**config.mk**
```make
export PLATFORM = sky130hd
export DESIGN_NAME = rds_ctrl
export DESIGN_NICKNAME = d
export VERILOG_FILES = /design/src/sv/rds_pkg.sv /design/src/sv/rds_ctrl.sv
export SDC_FILE = /design/constraint.sdc
export NUM_CORES = 1
export LEC_CHECK = 0
export BUFFER_PORTS_ARGS = -buffer_cell sky130_fd_sc_hd__buf_2
export CAP_MARGIN = 0
export CORE_AREA = 2 2 39 41
export CTS_CLUSTER_SIZE = 28
export DETAILED_ROUTE_END_ITERATION = 10
export DIE_AREA = 0 0 41 43
export PLACE_DENSITY = 0.48
export SYNTH_ARGS = -nofsm -noshare
export SYNTH_HDL_FRONTEND = slang
export SYNTH_SLANG_ARGS = --single-unit
export TNS_END_PERCENT = 30
```
**constraint.sdc**
```tcl
create_clock -name clk -period 1.1 [get_ports clk]
set_input_delay 0.11 -clock clk [delete_from_list [all_inputs] [get_ports clk]]
set_output_delay 0.11 -clock clk [all_outputs]
set_load 0.03 [all_outputs]
```
**src/sv/rds_pkg.sv**
```systemverilog
// shared types and constants for the region duration statistics block
// no dependencies
package rds_pkg;

	localparam int SLOT_COUNT_DEF = 16;
	localparam int TIME_BITS_DEF  = 48;
	localparam int FIELD_BITS     = 48;
	localparam int CALL_BITS      = 32;
	localparam int TOTAL_BITS     = 64;
	localparam int DEPTH_BITS     = 32;
	localparam int TRIM_CALLS     = 4;

	typedef enum logic [1:0] {
		OP_BEGIN  = 2'd0,
		OP_END    = 2'd1,
		OP_DEPTH  = 2'd2,
		OP_REPORT = 2'd3
	} op_t;

	typedef struct packed {
		logic [1:0]         op;
		logic [3:0]         slot;
		logic [47:0]        timestamp;
		logic signed [15:0] depth_delta;
	} in_t;

	typedef struct packed {
		logic               slot_used;
		logic [47:0]        average_ticks;
		logic [47:0]        min_ticks;
		logic [47:0]        max_ticks;
		logic [31:0]        call_count;
		logic signed [31:0] depth_total;
	} out_t;

	typedef enum logic [2:0] {
		ST_IDLE,
		ST_READ,
		ST_CALC,
		ST_SORT,
		ST_WRITE,
		ST_TRIM,
		ST_DIV,
		ST_DONE
	} state_t;

	typedef struct packed {
		logic capture;
		logic rd;
		logic calc;
		logic sort;
		logic wr;
		logic trim;
		logic div_step;
		logic load_out;
	} cmd_t;

	typedef struct packed {
		logic in_range;
		logic report;
		logic zero_calls;
		logic div_last;
		logic out_busy;
	} stat_t;

endpackage

```
**src/sv/rds_ctrl.sv**
```systemverilog
// controller state machine for the region duration statistics block
// depends on rds_pkg
module rds_ctrl (
	input  logic           clk,
	input  logic           arst_n,
	input  logic           in_valid,
	output logic           in_ready,
	input  logic           out_ready,
	input  rds_pkg::stat_t stat,
	output rds_pkg::cmd_t  cmd
);

	rds_pkg::state_t state_q, state_d;

	always_ff @(posedge clk or negedge arst_n) begin
		if (!arst_n) begin
			state_q <= rds_pkg::ST_IDLE;
		end else begin
			state_q <= state_d;
		end
	end

	always_comb begin
		state_d = state_q;
		case (state_q)
			rds_pkg::ST_IDLE: begin
				if (in_valid && stat.in_range) state_d = rds_pkg::ST_READ;
			end
			rds_pkg::ST_READ:  state_d = rds_pkg::ST_CALC;
			rds_pkg::ST_CALC: begin
				if (!stat.report) state_d = rds_pkg::ST_SORT;
				else if (stat.zero_calls) state_d = rds_pkg::ST_DONE;
				else state_d = rds_pkg::ST_TRIM;
			end
			rds_pkg::ST_SORT:  state_d = rds_pkg::ST_WRITE;
			rds_pkg::ST_WRITE: state_d = rds_pkg::ST_IDLE;
			rds_pkg::ST_TRIM:  state_d = rds_pkg::ST_DIV;
			rds_pkg::ST_DIV: begin
				if (stat.div_last) state_d = rds_pkg::ST_DONE;
			end
			rds_pkg::ST_DONE: begin
				if (!stat.out_busy || out_ready) state_d = rds_pkg::ST_IDLE;
			end
			default: state_d = rds_pkg::ST_IDLE;
		endcase
	end

	always_comb begin
		cmd      = '0;
		in_ready = 1'b0;
		case (state_q)
			rds_pkg::ST_IDLE: begin
				in_ready    = 1'b1;
				cmd.capture = in_valid;
			end
			rds_pkg::ST_READ:  cmd.rd = 1'b1;
			rds_pkg::ST_CALC:  cmd.calc = 1'b1;
			rds_pkg::ST_SORT:  cmd.sort = 1'b1;
			rds_pkg::ST_WRITE: cmd.wr = 1'b1;
			rds_pkg::ST_TRIM:  cmd.trim = 1'b1;
			rds_pkg::ST_DIV:   cmd.div_step = 1'b1;
			rds_pkg::ST_DONE:  cmd.load_out = !stat.out_busy || out_ready;
			default: cmd = '0;
		endcase
	end

endmodule

```
==> results of run 1 <==
[cells by family (layout without fill, tap and decap cells)]
kind of cell / Yosys count / after routing
DFF: 3 / 3
AOI/OAI and AO/OA: 7 / 7
buffers and inverters: 5 / 34
and+or+nand+nor: 15 / 15
[metal layers]
metal  vias to the layer above  GRT usage (%)
met5                         -              0
met4                         0          10.00
met3                         0          1.571
met2                        10          14.37
met1                       155          13.23
li1                        161              -
[through the flow]
stage / cell area, um2 / instances
after floorplan: 281.5 / 30
after global placement: 410.4 / 66
after detailed placement: 410.4 / 66
after CTS: 540.5 / 73
after global routing: 599.3 / 75
final: 599.3 / 75
[layout make-up]
| cell class | count | area share [%] |
|---|---|---|
| timing repair buffer | 28 | 42.80 |
| multi-input combinational | 22 | 34.86 |
| sequential | 3 | 12.94 |
| clock buffer | 4 | 4.384 |
| tap | 16 | 3.340 |
| inverter | 2 | 1.670 |
[placed cells by master (no fill, tap or decap), types with 2 or more instances in the layout]
| cell | Yosys | routed |
|---|---|---|
| o21ai_2 | 0 | 2 |
| nor3_4 | 2 | 2 |
| buf_6 | 3 | 9 |
| buf_4 | 0 | 8 |
| clkbuf_4 | 0 | 3 |
| dfrtp_2 | 0 | 2 |
| nor2_1 | 2 | 2 |
| and2_4 | 0 | 2 |
| nor3b_2 | 0 | 2 |
| nor3_2 | 1 | 2 |
| buf_2 | 0 | 8 |
[power by group]
group          internal (mW)  switching, mW
clock                  0.136         0.0523
combinational          0.788          0.683
sequential             0.176          0.141
total                   1.10          0.876
[worst max-delay path: stages, from the launching register on]
cell and delay, ns:
dfrtp_1 0.41, buf_6 0.13, clkbuf_16 0.13, nor3b_2 0.14, buf_4 0.16
[path summary, 6_finish.rpt]
check / start / end / slack [ns] / cells after the start
worst max-delay path: state_q[1] / cmd[4] / -0.22 / 4
worst min-delay path: stat[1] / state_q[0] / 0.17 / 3
worst max register to register: state_q[1] / state_q[2] / -0.07 / 6
worst min register to register: state_q[0] / state_q[2] / 0.74 / 2
max in group asynchronous: arst_n / state_q[2] / 0.77 / 2
min in group asynchronous: arst_n / state_q[0] / 0.21 / 2
[timing repair]
action                     in CTS  in global routing
cloned                          0                  1
setup endpoints to repair      11                 11
pin swaps                       6                  4
buffers inserted                2                  1
hold endpoints to repair        3                  0
gates resized for setup        24                  8
hold buffers                    1                  0
==> impl_metrics.ini, run 1 <==
[power]
p_total_mw = 1.976
power_leakage_nw = 0.2789
ir_drop_mv = 1.075
power_density_nw_per_um2 = 3297

[synthesis]
synth_compound_area_share_pct = 15.38
synth-async-reset-ratio_pct = 100.0
synth_area_um2 = 276.5
ys_ff_latch = 3
synthFlopType = dfrtp_1
synth_top_area_share_pct = 27.15
synth-simple-area-share_pct = 41.63
synth_mux_area_share_pct = 0
synth-edff-count = 0
synth_nets = 39
synth.top_cells.by_count = 3 x buf_6, 3 x dfrtp_1, 3 x nor3b_1, 3 x o21ai_1
synthDistinctLibCells = 19
netlist_instances = 30
ys_seq_area_share_pct = 27.15
synth_top_family_by_area = simple AND/OR/NAND/NOR gates
synth-adder-area-share_pct = 0
yosysWarnings = 0
synth-xor-area-share_pct = 0
synth_area_leaders = dfrtp_1 27%, buf_6 12%, nor3_4 12%, nor3b_1 8.1%, o21ai_1 5.4%
yosys.area.top_type = dfrtp_1
syn-mean-instance-area_um2 = 9.217

[routing]
routed.top_layer = met3
vias_per_cell = 4.347
firstDrtPassIters = 2
wl_per_cell_um = 10.49
m1WireLength_um = 294
vias = 326
wl_met2_um = 441
wl_met3_um = 51
wirelength_um = 787
first_iter_violations = 2
ant_nets = 0
drc_errors = 0

[floorplanning]
die_area_um2 = 1763
die_h_um = 43
ios = 18
core_um2 = 1384
rows = 14
start_util_pct = 19.98
die_w_um = 41

[sta]
hold_viol_final = 0
post-route-min-period_ns = 1.317
fin_hold_ws_ns = 0.1668
setup_tns_ns = -1.732
max_freq_ghz = 0.7593
worst_slew_pin_slew_ns = 0.2326
setup_viol = 12
rsz0062_at_grt = true
finalCritPeriodShare_pct = 119.7
worst_slack_ns = -0.2170
finClkSkew_ns = 0.002157
slew_viol_final = 0
slew_headroom_pct = 84.42

[setup_path]
crit_type = flop to primary output
cp.arrival_ns = 1.21
crit_path_start_kind = flop
cp.required_ns = 0.99
critPathCaptureType = primary output
crit_path_max_fanout = 5

[cts]
clock_latency_ns = 0.23
cts_tree = yes
cts_buffers = 3
clk_pin_slew_worst_paths_ns = 0.04
cts.sinks = 3
htreeDepth = 1
max-clock-path-buffers = 2
cts-root-buf = clkbuf_4

[finish]
finish.utilization_pct = 43.31
layout-drive-gt1-share_pct = 79.66
multi_input_area_um2 = 209.0
num_antenna_cells = 0
largest_register = state_q
syn_to_final_growth_pct = 116.7
final_nets = 69
reg_top3 = state_q (3)
fillCellCount = 148
largest_reg_flops = 3
seq_area_um2 = 77.57

[hold_path]
min_path_type = primary input to flop

[grt]
first_global_vias = 305
grt_max_degree = 12
antenna_found_initial = 0
grt_usage_pct = 10.55
grt_pass1_wl_um = 1228
gr-total-overflow = 0

[run_status]
violations = negative setup slack
status = finished with violations

[placed_design]
routabilityCongestion = 0.7197
pre_cts_ws_ns = -0.04994
io_buffers = 17

[job]
maxCapViolCount = 0
No activity file was read; power rests on OpenSTA's default activity.
==> inputs of run 2 (changes only) <==
--- a/config.mk
+++ b/config.mk
@@ -5,13 +5,13 @@
 export SDC_FILE = /design/constraint.sdc
 export NUM_CORES = 1
 export LEC_CHECK = 0
-export BUFFER_PORTS_ARGS = -buffer_cell sky130_fd_sc_hd__buf_2
 export CAP_MARGIN = 0
 export CORE_AREA = 2 2 39 41
 export CTS_CLUSTER_SIZE = 28
 export DETAILED_ROUTE_END_ITERATION = 10
 export DIE_AREA = 0 0 41 43
-export PLACE_DENSITY = 0.48
+export DONT_BUFFER_PORTS = 1
+export PLACE_DENSITY = 0.37
 export SYNTH_ARGS = -nofsm -noshare
 export SYNTH_HDL_FRONTEND = slang
 export SYNTH_SLANG_ARGS = --single-unit
==> constraint.sdc (replaced) <==
create_clock -name clk -period 1.1 [get_ports clk]
set_input_delay 0.055 -clock clk [delete_from_list [all_inputs] [get_ports clk]]
set_output_delay 0.055 -clock clk [all_outputs]
set_load 0.03 [all_outputs]
==> run 2 against run 1 <==
  * The run still ends with negative setup slack left
  * Core utilization is 9.7 points lower
  * Non-clock buffer count is 12 lower
  * Setup slack improved by 0.085 ns
  * Clock-buffer cell count unchanged
  * Global-route usage fell by 1.8 points
  * Via count decreased by 17%
  * Final cell count down 16%
  * Clock power increased by 2%
  * Combinational power is 22% lower
  * Design area fell by 22%
  * Sequential share of layout area grew 3.7 points
  * Largest power group unchanged
==> impl_metrics.ini, run 2 (synthesized netlist as in run 1, its figures left out) <==
[run_status]
status = finished with violations
violations = negative setup slack

[routing]
firstDrtPassIters = 3
vias_per_cell = 4.286
first_iter_violations = 6
wl_per_cell_um = 10.17
ant_nets = 0
wirelength_um = 641
drc_errors = 0
vias = 270

[power]
power_leakage_nw = 0.1987
seq_power_share_pct = 18.1
power_density_nw_per_um2 = 3500
p_clk_share_pct = 11.8
power_frac_comb_pct = 70.2
swShare_pct = 46.51
ir_drop_mv = 1.154
switchingPower_uw = 757.6
internal_power_uw = 871.3

[sta]
setup_viol = 8
worst_slack_ns = -0.1323
hold_viol_final = 0
max_freq_ghz = 0.8115
slew_viol_final = 0
worst_slew_pin_slew_ns = 0.2122
slew_headroom_pct = 85.85
rsz0062_at_grt = true
finalCritPeriodShare_pct = 112.0
finClkSkew_ns = 0.0004928
post-route-min-period_ns = 1.232

[hold_path]
hold_path_depth = 2
min_from = stat[1]
min_path_type = primary input to flop

[setup_path]
cp.arrival_ns = 1.18
startpoint = state_q[0]
critPathCaptureType = primary output
crit_path_max_fanout = 8
reg2reg_depth = 4
cp.required_ns = 1.04
r2r_start = state_q[0]
crit_type = flop to primary output
crit_path_start_kind = flop

[cts]
clock_latency_ns = 0.23
cts_tree = yes
htreeDepth = 1
cts-root-buf = clkbuf_4
max-clock-path-buffers = 2
clk_pin_slew_worst_paths_ns = 0.04
cts.sinks = 3
cts_buffers = 3

[grt]
grt_pass1_wl_um = 966
gr-total-overflow = 0
grt_usage_pct = 8.779
first_global_vias = 247
grt_max_degree = 9
antenna_found_initial = 0

[finish]
largest_register = state_q
reg_top3 = state_q (3)
final_nets = 57
syn_to_final_growth_pct = 68.33
multi_input_area_um2 = 177.7
final_common_cell = buf_4
final_cell_mix = 9 x buf_4, 5 x buf_6, 3 x o21ai_1, 3 x clkbuf_4
finish.utilization_pct = 33.63
num_antenna_cells = 0
fillCellCount = 150
final_cell_area_um2 = 465.4
largest_reg_flops = 3
layout-drive-gt1-share_pct = 65.96
seq_area_um2 = 77.57

[floorplanning]
core_um2 = 1384
start_util_pct = 19.98
rows = 14
die_area_um2 = 1763
ios = 18
die_w_um = 41
die_h_um = 43

[placed_design]
routabilityCongestion = 0.6357
dp_hpwl_um = 512.7
placed_area_um2 = 377.9
io_buffers = 0

[job]
maxCapViolCount = 0
-- run 2: changes by cell type in the layout (fill, tap and decap cells not counted), sizes merged --
cell	before	now
buf	26	15
clkbuf	5	4
-- run 2: power by group through the flow --
stage / registers [mW] / logic [mW] / clock network (mW)
2_1_floorplan: 0.202 / 0.806 / 0
3_3_place_gp: 0.276 / 1.01 / 0
3_5_place_dp: 0.278 / 1.02 / 0
4_1_cts: 0.297 / 1.13 / 0.202
5_1_grt: 0.305 / 1.22 / 0.213
6_report: 0.294 / 1.14 / 0.192
-- run 2: what timing repair did --
action | CTS | global route
endpoints found under the setup margin | 9 | 9
hold buffers | 1 | 0
hold endpoints to repair | 3 | 0
cloned | 0 | 0
resized for setup | 10 | 1
buffers inserted | 1 | 1
pin swaps | 4 | 1
-- run 2: through the flow --
step | total power, mW | setup WS (ns) | cells | hold slack (ns) | setup TNS (ns)
floorplan | 1.007 | -0.2121 | 30 | -0.2406 | -0.7575
global placement | 1.286 | 0.007129 | 56 | -0.2405 | 0
detailed placement | 1.293 | -0.01092 | 56 | -0.2405 | -0.01092
CTS | 1.625 | -0.1516 | 62 | 0.02301 | -0.9006
global route | 1.741 | -0.2043 | 63 | 0.03076 | -1.319
finish | 1.629 | -0.1323 | 63 | 0.02509 | -0.7613
-- run 2: cell type report --
| type | instances | share of cell area (%) |
|---|---|---|
| flip-flops and latches | 3 | 16.67 |
| repair buffers | 16 | 33.06 |
| well taps | 16 | 4.301 |
| multi-input cells | 22 | 38.17 |
| inverters | 2 | 2.151 |
| clock buffers | 4 | 5.645 |
-- run 2: worst paths after layout --
kind | endpoint | slack [ns]
setup / recovery | cmd[7] | -0.13
hold / removal | state_q[0] | 0.03
setup reg to reg | state_q[1] | 0.06
hold reg to reg | state_q[0] | 0.62
max in group asynchronous | state_q[0] | 0.87
min in group asynchronous | state_q[1] | 0.07
-- run 2: per-layer routing --
layer,up-vias,part of all wire [%],track usage (%)
met3,0,9.8,5.236
met1,118,42,10.46
met5,-,0,0
met2,12,48,10.31
li1,140,-,-
met4,0,0,8.000
-- run 2: worst max-delay path: stages (launching register included) --
cell	delay, ns
dfrtp_2	0.48
nor3_4	0.19
and2_4	0.16
buf_6	0.12
